$ cat src/hw/rtl/sobel_pkg.sv
package sobel_pkg;

  localparam int MAX_WIDTH_DEF  = 2048;
  localparam int MAX_HEIGHT_DEF = 4096;

  localparam logic [1:0] REG_WIDTH  = 2'd0;
  localparam logic [1:0] REG_HEIGHT = 2'd1;
  localparam logic [1:0] REG_MODE   = 2'd2;
  localparam logic [1:0] REG_THRESH = 2'd3;

  localparam logic [11:0] WIDTH_RST  = 12'd640;
  localparam logic [12:0] HEIGHT_RST = 13'd480;
  localparam logic [10:0] THRESH_RST = 11'd40;

  // one window-evaluation job handed from front to back
  typedef struct packed {
    logic [7:0]  p00, p01, p02;
    logic [7:0]  p10, p11, p12;
    logic [7:0]  p20, p21, p22;
    logic [10:0] col;
    logic [11:0] row;
    logic        last;
    logic        done;
  } job_t;

  // configuration seen by the back end
  typedef struct packed {
    logic        mode;
    logic [10:0] thresh;
  } eval_cfg_t;

endpackage

$ cat src/hw/rtl/sobel_back.sv
module sobel_back (
  input  logic                clk,
  input  logic                rst_n,
  input  logic                job_valid,
  input  sobel_pkg::job_t     job,
  output logic                job_take,
  input  sobel_pkg::eval_cfg_t cfg,
  output logic                out_valid,
  input  logic                out_stall,
  output logic [7:0]          out_edge_value,
  output logic [10:0]         out_out_col,
  output logic [11:0]         out_out_row,
  output logic                out_last_in_run,
  output logic                out_frame_done
);

  typedef enum logic [3:0] {
    B_IDLE = 4'b0001,
    B_SQR  = 4'b0010,
    B_ROOT = 4'b0100,
    B_OUT  = 4'b1000
  } bstate_t;

  bstate_t state_r;
  logic signed [10:0] gx_r, gy_r;
  logic [20:0] n_r;
  logic [9:0] root_r;
  logic [3:0] it_r;
  logic [10:0] col_r;
  logic [11:0] row_r;
  logic last_r, done_r;
  logic [7:0] val_r;

  logic signed [10:0] gx, gy;
  assign gx = 11'(({3'd0, job.p02} + {2'd0, job.p12, 1'b0} + {3'd0, job.p22})
            - ({3'd0, job.p00} + {2'd0, job.p10, 1'b0} + {3'd0, job.p20}));
  assign gy = 11'(({3'd0, job.p20} + {2'd0, job.p21, 1'b0} + {3'd0, job.p22})
            - ({3'd0, job.p00} + {2'd0, job.p01, 1'b0} + {3'd0, job.p02}));

  assign job_take = (state_r == B_IDLE) && job_valid;
  assign out_valid = (state_r == B_OUT);
  assign out_edge_value = val_r;
  assign out_out_col = col_r;
  assign out_out_row = row_r;
  assign out_last_in_run = last_r;
  assign out_frame_done = done_r;

  // one root bit per cycle, restoring method over 10 bits
  logic [9:0] trial_bit;
  logic [20:0] trial;
  logic [9:0] root_fin;
  assign trial_bit = 10'(10'd1 << it_r);
  assign trial = 21'({root_r | trial_bit} * {root_r | trial_bit});
  assign root_fin = (trial <= n_r) ? (root_r | trial_bit) : root_r;

  always_ff @(posedge clk) begin
    if (!rst_n) begin
      state_r <= B_IDLE;
    end else begin
      case (state_r)
        B_IDLE: begin
          if (job_valid) begin
            gx_r <= gx; gy_r <= gy;
            col_r <= job.col; row_r <= job.row;
            last_r <= job.last; done_r <= job.done;
            state_r <= B_SQR;
          end
        end
        B_SQR: begin
          n_r <= 21'(gx_r * gx_r) + 21'(gy_r * gy_r);
          root_r <= '0;
          it_r <= 4'd9;
          state_r <= B_ROOT;
        end
        B_ROOT: begin
          if (cfg.mode) begin
            val_r <= ({1'b0, n_r} > 22'({11'd0, cfg.thresh} * {11'd0, cfg.thresh}))
                     ? 8'd255 : 8'd0;
            state_r <= B_OUT;
          end else begin
            root_r <= root_fin;
            if (it_r == 4'd0) begin
              state_r <= B_OUT;
              val_r <= (root_fin > 10'd255) ? 8'd255 : root_fin[7:0];
            end else it_r <= it_r - 1'b1;
          end
        end
        B_OUT: begin
          if (!out_stall) state_r <= B_IDLE;
        end
        default: state_r <= B_IDLE;
      endcase
    end
  end

endmodule
$ cat config.mk
export PLATFORM = sky130hd
export DESIGN_NAME = sobel_back
export DESIGN_NICKNAME = d
export VERILOG_FILES = /design/src/hw/rtl/sobel_pkg.sv /design/src/hw/rtl/sobel_back.sv
export SDC_FILE = /design/constraint.sdc
export NUM_CORES = 1
export LEC_CHECK = 0
export ABC_AREA = 1
export BUFFER_PORTS_ARGS = -buffer_cell sky130_fd_sc_hd__buf_4
export CORE_UTILIZATION = 52
export CTS_CLUSTER_SIZE = 28
export DETAILED_ROUTE_END_ITERATION = 6
export GPL_TIMING_DRIVEN = 0
export PLACE_DENSITY = 0.7
export SETUP_SLACK_MARGIN = 0.1
export SLEW_MARGIN = 10
export SYNTH_ARGS = -nofsm -noshare
export SYNTH_HDL_FRONTEND = slang
export SYNTH_SLANG_ARGS = --single-unit
$ cat constraint.sdc
create_clock -name clk -period 12.86 [get_ports clk]
set_input_delay 3.858 -clock clk [delete_from_list [all_inputs] [get_ports clk]]
set_output_delay 3.858 -clock clk [all_outputs]
set_load 0.01 [all_outputs]
==> metrics.txt <==
post-synthesis average cell area=8.84 um^2; first-pass GRT wire length=75800 um; gr usage total=22.7%; vias in the first global route=roughly 17000; worst hold start=state_r[0]; Cell Area, Synth=21100 um^2; Reg-to-Reg Start=it_r[0]; Remaining Overflow, GRT=0; max-cap viol count=0; placer's final routability congestion estimate=just under 0.9; P&R area growth vs syn=9.63%; fin nets=3308; cts bufs inserted=9; post-place setup slack=2.73 ns; Die Y-Extent=204 um; CTS Hold Buffers Added=0; Diodes inserted=0; postcts setup bufs=0; later-pin clock latency in the skew report=0.35 ns; Final Setup Violations=0; CTS sink count=94; Resized Gates After CTS=0; critical path startpoint category=input pin; Crit Path Max Fanout=10; Netlist cell types=49; CP endpoint kind=flip-flop; TritonRoute pass-1 iters=5; input/output buffers=between 100 and 150; setup ws final=3.07 ns; Starting Density=52.9%; crit path DAT=just under 10 ns; Slowest Stage Delay on Critical Path=0.53 ns; Max-slew headroom=34.4%; core area=around 40000 um^2; initial drt markers=724; vias post-DR=15133; Clock Pin Slew Worst Setup and Hold Paths=0.08 ns; Hold Fails Final Rpt=0; Detailed Place HPWL=39100 um; Final Cycle Share=76.1%; post-layout min period=9.79 ns; largest net degree at the start of global routing=20; fmax=about 100 MHz; fin util=between 50% and 60%; most frequent cell on the critical path=nand2_1; Post-DRT Antenna Nets=0; YS warnings=0; Die Span X=204 um; final worst clock skew=0.0119 ns; Die ar.=41400 um^2; Critical Path RT=12.96 ns; Residual DRC=0; initial antenna violation count=0; Critical-path top delay cell=fa_1; layout cell share with drive strength beyond 1=roughly 7.8%; routed wire length=between 40000 and 50000 um; wire per inst=14.4 um; Via density=4.92; HP Class=reg -> reg; filler cell count=approximately 3500; Post-Synthesis Cells=2391; Synth Register Bits=94; I/O pin count=~150; num rows=73; register area share after synthesis=13.2%; Max Slew Vio Count=0; final setup TNS=0 ns; CTS H-Tree Depth=3; syn_nets=3153; critical path class=in -> reg; Max clock buf depth=2; CTS tree=yes; Critical path origin=cfg[3]; worst slew pin tran=0.984 ns; status=completed; Root Buffer Master=clkbuf_16; RSZ-0062 raised after global routing=false
[layer usage]
layer	part of all wire [%]	up-vias	GRT usage [%]
li1	-	7375	-
met1	42	7409	27.8
met2	52	282	41.8
met3	3.3	67	2.48
met4	2.6	0	6.63
met5	0	-	0
[logic make-up (layout without fill, tap and decap cells)]
group / count (synthesis) / in the layout / synth area share (%)
buf+inv: 770 / 930 / 13.7
fa+ha+maj: 649 / 649 / 52.5
simple gates: 617 / 617 / 12.0
compound gates: 166 / 166 / 4.59
xor+xnor: 94 / 94 / 3.93
flops: 94 / 94 / 13.2
mux: 1 / 1 / 0.0533
[critical path: cells and delay by family]
family / cells / cell delay, ns
AND/OR/NAND/NOR: 16 / 1.39
adder cells (fa/ha/maj): 7 / 3.15
buffers and inverters: 6 / 0.81
AO/OA/AOI/OAI: 4 / 0.67
[placed cells by master (no fill, tap or decap), types with 30 or more instances in the layout]
cell / n
buf_4: 143
o21ai_0: 30
edfxtp_1: 90
xor2_1: 54
nor2_1: 86
nand2_1: 425
ha_1: 252
xnor2_1: 39
fa_1: 397
nand3_1: 49
a21oi_1: 88
clkbuf_1: 39
inv_1: 719
[registers in the layout (all words and copies together) (netlist names), 8 cells and up]
name and cells:
gy_r 11, out_out_col 11, root_r 10, out_edge_value 8
n_r 21, out_out_row 12, gx_r 11
[layout make-up]
type                       count  area (um^2)  area share (%)
inverter                     726         2730            11.8
clock buffer                  10          229           0.989
timing repair buffer         144         1090            4.70
tap                          525          657            2.84
multi-input combinational   1527        15500            66.7
clock inverter                 6         52.6           0.227
buffer                        44          173           0.746
sequential                    94         2780            12.0
[Yosys cell counts, drive strengths merged]
library cell / n / area share [%]
a211oi: 1 / 0.036
a21boi: 4 / 0.14
a21o: 9 / 0.32
a21oi: 89 / 2.1
a221oi: 1 / 0.041
a311oi: 1 / 0.041
a31oi: 3 / 0.089
buf: 6 / 0.14
clkbuf: 38 / 0.68
clkinv: 3 / 0.053
dfxtp: 4 / 0.38
edfxtp: 90 / 13
fa: 397 / 38
ha: 252 / 15
inv: 723 / 13
mux2: 1 / 0.053
nand2: 431 / 7.8
nand2b: 1 / 0.030
nand3: 55 / 1.4
nand3b: 3 / 0.11
nand4: 7 / 0.21
nor2: 87 / 1.5
nor3: 17 / 0.43
nor3b: 1 / 0.036
nor4: 6 / 0.18
o2111ai: 1 / 0.041
o211ai: 3 / 0.11
o21a: 2 / 0.071
o21ai: 39 / 1.1
o21bai: 5 / 0.23
o22ai: 2 / 0.059
o311ai: 1 / 0.041
o31ai: 5 / 0.18
or2: 9 / 0.27
xnor2: 39 / 1.6
xor2: 55 / 2.3
[worst paths after layout]
path	to	cells after the start	slack (ns)
worst min-delay path	state_r[0]	2	0.61
worst max register to register	out_edge_value[7]	33	5.43
worst max-delay path	out_edge_value[0]	33	3.07
worst min register to register	state_r[0]	2	0.61
[metrics by stage]
step / std cells / hold WS [ns] / instance area, um^2
2_1_floorplan: 2391 / 0.536 / 21100
3_3_place_gp: 3055 / 0.570 / 22800
3_5_place_dp: 3060 / 0.601 / 22900
4_1_cts: 3076 / 0.614 / 23200
5_1_grt: 3076 / 0.639 / 23200
6_report: 3076 / 0.613 / 23200
Power is not shown: default switching activity piles up to over one toggle a cycle in this logic, so the estimate is an artifact.
