## src/hw/rtl/sobel_pkg.sv

```systemverilog
package sobel_pkg;

  localparam int MAX_WIDTH_DEF  = 2048;
  localparam int MAX_HEIGHT_DEF = 4096;

  localparam logic [1:0] REG_WIDTH  = 2'd0;
  localparam logic [1:0] REG_HEIGHT = 2'd1;
  localparam logic [1:0] REG_MODE   = 2'd2;
  localparam logic [1:0] REG_THRESH = 2'd3;

  localparam logic [11:0] WIDTH_RST  = 12'd640;
  localparam logic [12:0] HEIGHT_RST = 13'd480;
  localparam logic [10:0] THRESH_RST = 11'd40;

  // one window-evaluation job handed from front to back
  typedef struct packed {
    logic [7:0]  p00, p01, p02;
    logic [7:0]  p10, p11, p12;
    logic [7:0]  p20, p21, p22;
    logic [10:0] col;
    logic [11:0] row;
    logic        last;
    logic        done;
  } job_t;

  // configuration seen by the back end
  typedef struct packed {
    logic        mode;
    logic [10:0] thresh;
  } eval_cfg_t;

endpackage

```

## src/hw/rtl/sobel_queue.sv

```systemverilog
module sobel_queue (
  input  logic            clk,
  input  logic            rst_n,
  input  logic            wr_en,
  input  sobel_pkg::job_t wr_data,
  output logic [2:0]      free,
  output logic            rd_valid,
  output sobel_pkg::job_t rd_data,
  input  logic            rd_en
);

  sobel_pkg::job_t mem_r [8];
  logic [2:0] wp_r, rp_r;
  logic [3:0] cnt_r;

  assign rd_valid = (cnt_r != 4'd0);
  assign rd_data = mem_r[rp_r];
  assign free = (cnt_r > 4'd4) ? 3'd0 : 3'(4'd4 - cnt_r);

  always_ff @(posedge clk) begin
    if (wr_en) mem_r[wp_r] <= wr_data;
  end

  // track fill level
  always_ff @(posedge clk) begin
    if (!rst_n) begin
      wp_r <= '0;
      rp_r <= '0;
      cnt_r <= '0;
    end else begin
      if (wr_en) wp_r <= wp_r + 1'b1;
      if (rd_en) rp_r <= rp_r + 1'b1;
      cnt_r <= cnt_r + {3'd0, wr_en} - {3'd0, rd_en};
    end
  end

endmodule

```

## config.mk

```make
export PLATFORM = sky130hd
export DESIGN_NAME = sobel_queue
export DESIGN_NICKNAME = d
export VERILOG_FILES = /design/src/hw/rtl/sobel_pkg.sv /design/src/hw/rtl/sobel_queue.sv
export SDC_FILE = /design/constraint.sdc
export NUM_CORES = 1
export LEC_CHECK = 0
export BUFFER_PORTS_ARGS = -buffer_cell sky130_fd_sc_hd__buf_4
export CAP_MARGIN = 20
export CORE_ASPECT_RATIO = 0.7
export CORE_MARGIN = 5
export CORE_UTILIZATION = 49
export DETAILED_ROUTE_END_ITERATION = 7
export GPL_TIMING_DRIVEN = 0
export PLACE_DENSITY_LB_ADDON = 0.08
export REMOVE_ABC_BUFFERS = 1
export SYNTH_ARGS = -nofsm -noshare
export SYNTH_HDL_FRONTEND = slang
export SYNTH_SLANG_ARGS = --single-unit
```

## constraint.sdc

```tcl
create_clock -name clk -period 8 [get_ports clk]
set_input_delay 0.4 -clock clk [delete_from_list [all_inputs] [get_ports clk]]
set_output_delay 0.4 -clock clk [all_outputs]
set_load 0.01 [all_outputs]
```

==> results of run 1 <==
==> state kept, by name (all words and copies together) (netlist names), named ones only <==
register and flops:
mem_r 776, wp_r 3, cnt_r 4, rp_r 3
==> synthesized netlist by cell type (4+ instances only) <==
cell type  number  area, sq um
nand2b_1        4         25.0
buf_2          12         60.1
edfxtp_1      776        23300
buf_6          18          203
mux4_2        194         4370
mux2_2         97         1090
nor2_1          6         22.5
clkbuf_1       23         86.3
and2_1          9         56.3
inv_1           8         30.0
nand2_1         7         26.3
dfxtp_1        13          260
ha_1            9          113
==> how the worst min path moves through the flow <==
| stage | startpoint | endpoint | slack, ps | cells past startpoint |
|---|---|---|---|---|
| floorplan | wr_data[0] | mem_r[0][0] | 500 | 0 |
| global placement | rp_r[1] | register | 530 | 2 |
| detailed placement | rp_r[1] | register | 530 | 2 |
| CTS | wr_data[68] | mem_r[3][68] | 0.09 | 1 |
| global route | wr_data[22] | mem_r[2][22] | 7 | 1 |
| finish | wr_data[68] | mem_r[3][68] | 30 | 1 |
==> stage by stage <==
step	TNS [ps]	cell area (sq um)	hold WS, ps
2_1_floorplan	-126830	29500	499
3_3_place_gp	-3296780	32000	527
3_5_place_dp	0	33100	525
4_1_cts	0	35900	0.0916
5_1_grt	0	35900	6.73
6_report	0	35900	33.4
==> power by group <==
| part | switching [mW] | total [mW] | leakage (nW) | internal, mW |
|---|---|---|---|---|
| combinational | 0.396 | 0.859 | 3.22 | 0.463 |
| sequential | 0.0452 | 4.70 | 7.16 | 4.65 |
| clock | 1.44 | 3.40 | 1.15 | 1.96 |
| total | 1.89 | 8.96 | 11.5 | 7.07 |
==> cells by family after synthesis <==
group,count (synthesis),share of synthesized area (%)
muxes,294,18.4
AOI/OAI and AO/OA,5,0.0923
buffers and inverters,64,1.31
adders and majority gates,10,0.445
and+or+nand+nor,32,0.558
DFF,789,79.0
xor gates and xnor gates,5,0.147
==> worst max-delay path, delay by kind of cell (launching register included) <==
kind | cells | cell delay (ps)
multiplexers | 2 | 850
flip-flops | 1 | 820
buffers and inverters | 3 | 810
==> routing by layer <==
| layer | vias to the layer above | wire [microns] |
|---|---|---|
| li1 | 5776 | - |
| met1 | 6957 | 25800 |
| met2 | 257 | 29600 |
| met3 | 85 | 2920 |
| met4 | 6 | 1020 |
| met5 | - | 28 |
==> repair_timing <==
item	in CTS	in global routing
hold buffers	46	0
hold endpoints to repair	279	0
setup buffers	0	0
==> final cells by class <==
cell class	count	share of cell area, %
multi-input cells	346	16.5
inverters	8	0.0836
diodes	1	0.00697
well taps	808	2.81
repair buffers	309	8.51
clock buffers	91	5.51
clock inverters	39	0.982
flip-flops and latches	789	65.6
==> flow_metrics.env, run 1 <==
export IMPL_nets=1641
export IMPL_setup_viol=0
export IMPL_rows=75
export IMPL_areaGrowthSynthToFinish_pct=20.5
export IMPL_antenna_found_initial=4
export IMPL_grt_start_max_net_pins=55
export IMPL_clockBufferDepth=3
export IMPL_critPathRequiredTime_ps=7600
export IMPL_yosys_warnings=0
export IMPL_p_total_mw=8.96
export IMPL_vias=13100
export IMPL_gr_max_usage_layer="met2"
export IMPL_dp_hpwl_microns=35200
export IMPL_antenna_left=0
export IMPL_grtUsageMet1_pct=25.3
export IMPL_ios=202
export IMPL_ys_flop_type="edfxtp_1"
export IMPL_path_clk_slew_ps=60
export IMPL_peakVddDrop_mv=0.156
export IMPL_multi_input_area_sq_mm=0.00592
export IMPL_layout_commonest_cell="edfxtp_1"
export IMPL_dpl_cell_count=2214
export IMPL_cp_start_kind="register"
export IMPL_max_cap_viol_count=0
export IMPL_stdcell_count=2391
export IMPL_r2r_end="mem_r[5][86]"
export IMPL_finalCritPeriodShare_pct=44.3
export IMPL_grt_pass1_vias=14200
export IMPL_numPortBuffers=201
export IMPL_path_max_fanout=39
export IMPL_crit_arrival_ps=3140
export IMPL_initial_utilization_pct=49.6
export IMPL_slowest_delay_ps=820
export IMPL_max_freq_mhz=282
export IMPL_clock_sinks=789
export IMPL_syn_area_per_cell_sq_um=24.9
export IMPL_rsz0062_at_grt="false"
export IMPL_h_tree_depth=3
export IMPL_final_cell_mix="edfxtp_1 (776), buf_4 (202), mux4_2 (194)"
export IMPL_grt_pass1_wl_microns=90600
export IMPL_die_area_sq_mm=0.0660
export IMPL_seq_area_sq_mm=0.0236
export IMPL_die_w_microns=305
export IMPL_grtUsageMet3_pct=4.10
export IMPL_tightest_slew_ps=928
export IMPL_timing_final_crit_period_ps=3540
export IMPL_crit_slowest_cell="dfxtp_4"
export IMPL_r2r_setup_slack_ps=5720
export IMPL_via_per_inst=5.47
export IMPL_r2r_cells=4
export IMPL_gp_congestion=0.668
export IMPL_cts_root_buf="clkbuf_16"
export IMPL_holdCritPathClass="primary input to register"
export IMPL_seq_area_frac_synth_pct=79.0
export IMPL_synth_edff_count=776
export IMPL_cts_buffers=76
export IMPL_synthCells=1199
export IMPL_rr_startpoint="wp_r[0]"
export IMPL_hold_violations=0
export IMPL_grtUsageTotal_pct=18.2
export IMPL_power_density_mw_per_mm2=249
export IMPL_cts_tree="yes"
export IMPL_final_util_pct=59.8
export IMPL_wl_per_cell_microns=24.8
export IMPL_synthesis_area_sq_mm=0.0298
export IMPL_status="completed"
export IMPL_worstSetupPathType="register to primary output"
export IMPL_worst_skew_pair_late_latency_ps=600
export IMPL_cts_resized=0
export IMPL_slew_headroom_pct=37.8
export IMPL_p_leak_nw=11.5
export IMPL_drive_above_1_share_pct=42.2
export IMPL_grt_overflow_total=0
export IMPL_fp_dieH_microns=216
export IMPL_drt_iter0_drc=817
export IMPL_n_fill_cell=4282
export IMPL_worst_path_most_repeated_cell="buf_16"
export IMPL_setup_ws_ps=4460
export IMPL_ys_ff_latch=789
export IMPL_slew_viol_final=0
export IMPL_dr_pass1_iters=5
export IMPL_pre_cts_ws_ps=4980
export IMPL_crit_end="rd_data[31]"
export IMPL_finClkSkew_ps=12.0
export IMPL_crit_chain="buf_16 > buf_16 > mux4_2 > mux2_2 > buf_4"
export IMPL_synth_async_reset_ratio_pct=0
export IMPL_routed_wirelength_microns=59300
export IMPL_endpoint_kind="primary output"
export IMPL_drc_errors=0
export IMPL_grt_use_met2_pct=29.9
export IMPL_core_area_sq_mm=0.0601
export IMPL_netlist_cell_type_count=24
(Power assumes the default switching activity.)
==> run 2, diff against run 1 <==
==> constraint.sdc (replaced) <==
create_clock -name clk -period 3 [get_ports clk]
set_input_delay 0.15 -clock clk [delete_from_list [all_inputs] [get_ports clk]]
set_output_delay 0.15 -clock clk [all_outputs]
set_load 0.01 [all_outputs]
==> run 2 against run 1 <==
  * Wire length increased by 1.6%
  * Non-clock buffer count increased by 59
  * First-iteration DRC count grew 2.8%
  * Count of clock-buffer cells in the layout did not move
  * Largest cell class unchanged
  * Worst setup slack worse by 4300 ps
  * Register-to-register slack worse by 5000 ps
  * Sequential share of layout area fell by 1.1 points
  * Clock skew about the same
  * Via count up 2.3%
  * Sequential cell count did not move
  * Hold slack improved by 280 ps
==> flow_metrics.env, run 2 (synthesis results as in run 1) <==
export IMPL_clock_sinks=789
export IMPL_h_tree_depth=3
export IMPL_finClkSkew_ps=11.6
export IMPL_fp_dieH_microns=216
export IMPL_grt_overflow_total=0
export IMPL_dr_pass1_iters=4
export IMPL_grtUsageTotal_pct=18.5
export IMPL_core_area_sq_mm=0.0601
export IMPL_peakVddDrop_mv=0.415
export IMPL_placed_area_sq_mm=0.0331
export IMPL_cts_resized=0
export IMPL_n_fill_cell=4237
export IMPL_antenna_left=0
export IMPL_power_density_mw_per_mm2=656
export IMPL_numPortBuffers=201
export IMPL_clockBufferDepth=3
export IMPL_layout_commonest_cell="edfxtp_1"
export IMPL_cp_start_kind="register"
export IMPL_worstSetupPathType="register to primary output"
export IMPL_final_cell_mix="edfxtp_1 (776), buf_4 (203), mux4_2 (194)"
export IMPL_gp_congestion=0.668
export IMPL_p_total_mw=24.0
export IMPL_tightest_slew_ps=938
export IMPL_max_freq_mhz=351
export IMPL_endpoint_kind="primary output"
export IMPL_finalCritPeriodShare_pct=95.0
export IMPL_ios=202
export IMPL_drt_iter0_drc=840
export IMPL_pre_cts_ws_ps=231
export IMPL_top_regs="mem_r: 776 flops, cnt_r: 4 flops"
export IMPL_wl_per_cell_microns=24.6
export IMPL_timing_final_crit_period_ps=2850
export IMPL_die_w_microns=305
export IMPL_vias=13400
export IMPL_nets=1700
export IMPL_crit_arrival_ps=2700
export IMPL_grt_pass1_wl_microns=92100
export IMPL_holdCritPathClass="primary input to register"
export IMPL_grt_use_met2_pct=30.6
export IMPL_path_max_fanout=54
export IMPL_drive_above_1_share_pct=40.9
export IMPL_initial_utilization_pct=49.6
export IMPL_status="completed"
export IMPL_p_leak_nw=11.8
export IMPL_largest_reg_flops=776
export IMPL_setup_ws_ps=149
export IMPL_grt_start_max_net_pins=55
export IMPL_cts_buffers=76
export IMPL_path_clk_slew_ps=60
export IMPL_largest_register="mem_r"
export IMPL_routed_wirelength_microns=60300
export IMPL_grtUsageMet3_pct=3.92
export IMPL_worst_skew_pair_late_latency_ps=600
export IMPL_cts_tree="yes"
export IMPL_setup_viol=0
export IMPL_rows=75
export IMPL_critPathRequiredTime_ps=2850
export IMPL_hold_violations=0
export IMPL_gr_max_usage_layer="met2"
export IMPL_holdWs_ps=315
export IMPL_via_per_inst=5.46
export IMPL_cts_root_buf="clkbuf_16"
export IMPL_stdcell_area_sq_mm=0.0365
export IMPL_max_cap_viol_count=0
export IMPL_antenna_found_initial=4
export IMPL_grt_pass1_vias=14500
export IMPL_areaGrowthSynthToFinish_pct=22.5
export IMPL_final_util_pct=60.8
export IMPL_die_area_sq_mm=0.0660
export IMPL_slew_viol_final=0
export IMPL_grtUsageMet1_pct=25.8
export IMPL_rsz0062_at_grt="false"
export IMPL_drc_errors=0
export IMPL_dp_hpwl_microns=35200
export IMPL_slew_headroom_pct=37.1
-- run 2: changes by cell type in the layout (fill, tap and decap cells not counted) --
cell	previous run	this run
dlygate4sd3_1	46	101
diode_2	1	3
buf_12	24	26
buf_6	25	26
buf_4	202	203
-- run 2: layer usage --
metal / vias to the layer above / wire length (microns)
met1: 7150 / 26400
met5: - / 7
met2: 249 / 30200
li1: 5898 / -
met4: 2 / 904
met3: 78 / 2740
-- run 2: report_power, final --
part | internal [mW] | switching (mW) | total (mW)
Sequential | 12.4 | 0.0979 | 12.5
Combinational | 1.29 | 1.10 | 2.39
Clock | 5.22 | 3.85 | 9.07
-- run 2: critical path: stages (launching register included) --
cell	delay, ps
dfxtp_4	550
buf_16	330
buf_16	310
mux4_2	380
mux2_2	320
buf_4	150
-- run 2: layout make-up --
type / instances / area, sq um / area share [%]
repair buffers: 368 / 3670 / 10.0
diodes: 3 / 7.51 / 0.0205
flip-flops and latches: 789 / 23600 / 64.5
inverters: 8 / 30.0 / 0.0822
multi-input cells: 346 / 5920 / 16.2
well taps: 808 / 1010 / 2.77
clock inverters: 39 / 353 / 0.966
clock buffers: 91 / 1980 / 5.42
-- run 2: timing repair --
| action | CTS | global route |
|---|---|---|
| buffers inserted | 4 | 0 |
| hold buffers | 101 | 0 |
| setup endpoints to repair | 88 | 0 |
| endpoints found under the hold margin | 789 | 0 |
-- run 2: path summary, 6_finish.rpt --
kind,startpoint,to,slack (ps),depth (start not counted)
hold reg to reg,rp_r[1],register,530,2
hold / removal,wr_data[21],mem_r[5][21],320,2
setup reg to reg,wp_r[0],mem_r[5][86],710,4
setup / recovery,register,rd_data[33],150,5
-- run 2: metrics by stage --
stage                TNS, ps  std cells
detailed placement         0       2214
finish                     0       2452
global route               0       2450
global placement    -7532970       2152
CTS                        0       2449
floorplan           -2725710       1143
==> run 3, diff against run 2 <==
--- a/config.mk
+++ b/config.mk
@@ -7,7 +7,7 @@
 export LEC_CHECK = 0
 export BUFFER_PORTS_ARGS = -buffer_cell sky130_fd_sc_hd__buf_4
 export CAP_MARGIN = 20
-export CORE_ASPECT_RATIO = 0.7
+export CORE_ASPECT_RATIO = 2
 export CORE_MARGIN = 5
 export CORE_UTILIZATION = 49
 export DETAILED_ROUTE_END_ITERATION = 7
==> constraint.sdc (replaced) <==
create_clock -name clk -period 3.7 [get_ports clk]
set_input_delay 0.185 -clock clk [delete_from_list [all_inputs] [get_ports clk]]
set_output_delay 0.185 -clock clk [all_outputs]
set_load 0.01 [all_outputs]
==> run 3 against run 2 <==
  * Hold slack improved by 53 ps
  * Sequential cell count did not move
  * Critical path type unchanged
  * Global-route usage is essentially flat
  * Core utilization is 0.95 points lower
==> flow_metrics.env, run 3 (synthesis results as in run 1) <==
export IMPL_clockPowerShare_pct=36.6
export IMPL_worst_path_most_repeated_cell="buf_16"
export IMPL_power_density_mw_per_mm2=523
export IMPL_r2r_setup_slack_ps=1460
export IMPL_numPortBuffers=201
export IMPL_path_clk_slew_ps=70
export IMPL_largest_reg_flops=776
export IMPL_die_w_microns=184
export IMPL_wl_per_cell_microns=25.0
export IMPL_setup_tns_ps=0
export IMPL_drive_above_1_share_pct=40.3
export IMPL_rsz0062_at_grt="false"
export IMPL_placed_area_sq_mm=0.0332
export IMPL_clockBufferDepth=3
export IMPL_antenna_found_initial=4
export IMPL_cts_buffers=69
export IMPL_layout_commonest_cell="edfxtp_1"
export IMPL_cp_start_kind="register"
export IMPL_stdcell_area_sq_mm=0.0363
export IMPL_fp_dieH_microns=359
export IMPL_gp_congestion=0.690
export IMPL_endpoint_kind="primary output"
export IMPL_finClkSkew_ps=19.8
export IMPL_cts_resized=0
export IMPL_worst_skew_pair_late_latency_ps=590
export IMPL_crit_slowest_cell="dfxtp_4"
export IMPL_holdCritPathClass="primary input to register"
export IMPL_hold_violations=0
export IMPL_tightest_slew_ps=857
export IMPL_crit_chain="buf_12 > buf_16 > buf_16 > mux4_2 > mux2_2 > buf_4"
export IMPL_p_total_mw=19.0
export IMPL_setup_ws_ps=536
export IMPL_nets=1693
export IMPL_core_area_sq_mm=0.0607
export IMPL_grtUsageTotal_pct=18.5
export IMPL_seq_power_share_pct=53.4
export IMPL_die_area_sq_mm=0.0662
export IMPL_grt_overflow_total=0
export IMPL_final_cell_mix="edfxtp_1 (776), buf_4 (205), mux4_2 (194)"
export IMPL_max_cap_viol_count=0
export IMPL_dp_hpwl_microns=37200
export IMPL_grt_start_max_net_pins=56
export IMPL_combPwrFrac_pct=10.1
export IMPL_path_max_fanout=46
export IMPL_max_freq_mhz=316
export IMPL_p_leak_nw=11.7
export IMPL_finalCritPeriodShare_pct=85.5
export IMPL_rows=128
export IMPL_timing_final_crit_period_ps=3160
export IMPL_hold_start="wr_data[31]"
export IMPL_status="completed"
export IMPL_peakVddDrop_mv=0.450
export IMPL_areaGrowthSynthToFinish_pct=21.9
export IMPL_drc_errors=0
export IMPL_p_sw_mw=4.00
export IMPL_clock_sinks=789
export IMPL_largest_register="mem_r"
export IMPL_grt_pass1_wl_microns=91900
export IMPL_setup_viol=0
export IMPL_slew_viol_final=0
export IMPL_routed_wirelength_microns=60300
export IMPL_crit_buf_inv=4
export IMPL_critPathRequiredTime_ps=3510
export IMPL_slowest_delay_ps=680
export IMPL_internal_power_mw=15.0
export IMPL_dr_pass1_iters=5
export IMPL_crit_arrival_ps=2980
export IMPL_holdWs_ps=368
export IMPL_power_share_switching_pct=21.0
export IMPL_cts_root_buf="clkbuf_16"
export IMPL_slew_headroom_pct=42.7
export IMPL_grt_pass1_vias=14900
export IMPL_vias=13500
export IMPL_h_tree_depth=3
export IMPL_antenna_left=0
export IMPL_initial_utilization_pct=49.1
export IMPL_ios=202
export IMPL_pre_cts_ws_ps=1050
export IMPL_via_per_inst=5.59
export IMPL_rr_startpoint="wp_r[0]"
export IMPL_cp_top_family="buffers and inverters"
export IMPL_drt_iter0_drc=860
export IMPL_cts_tree="yes"
export IMPL_top_regs="mem_r: 776 flops, cnt_r: 4 flops"
export IMPL_worstSetupPathType="register to primary output"
## run 3: cell types whose count changed in the layout (fill, tap and decap cells not counted), sizes merged
| cell | previous run | this run |
|---|---|---|
| clkbuf | 91 | 85 |
| clkinv | 26 | 22 |
| clkinvlp | 1 | 2 |
| diode | 3 | 2 |
| inv | 14 | 9 |
## run 3: repair_timing
item	CTS	global route
endpoints found under the hold margin	789	0
hold buffers	101	0
buffers inserted	0	0
## run 3: final cells by class
class                           instances  area, sq um
Antenna cell                            2         5.00
Clock buffer                           85         1830
Clock inverter                         31          298
Fill cell                            4264        24300
Inverter                                8         30.0
Multi-Input combinational cell        346         5920
Sequential cell                       789        23600
Tap cell                              780          976
Timing Repair Buffer                  368         3720
## run 3: power by group through the flow
stage                     combinational [mW]  sequential (mW)  clock [mW]
after global routing                    2.07             10.2        7.51
final                                   1.91             10.2        6.95
after global placement                  1.82             10.6           0
after floorplan                         1.02             10.5           0
after CTS                               1.97             10.2        7.14
after detailed placement                1.87             10.4           0
## run 3: metrics by stage
step                util [%]  std cells
floorplan                  -       1143
finish                  59.9       2409
detailed placement      54.7       2190
CTS                     59.9       2407
global placement        52.6       2124
global route            59.9       2409
## run 3: per-layer routing
metal | GRT usage (%) | vias up | wire (microns)
li1 | - | 5855 | -
met2 | 31.0 | 314 | 30900
met4 | 5.04 | 4 | 1210
met5 | 0 | - | 23
met3 | 4.02 | 82 | 3500
met1 | 24.7 | 7209 | 24600
## run 3: worst paths after layout
kind	end	cells after the start
worst max-delay path	rd_data[82]	6
worst min-delay path	mem_r[3][31]	2
worst max register to register	mem_r[7][19]	5
worst min register to register	register	2
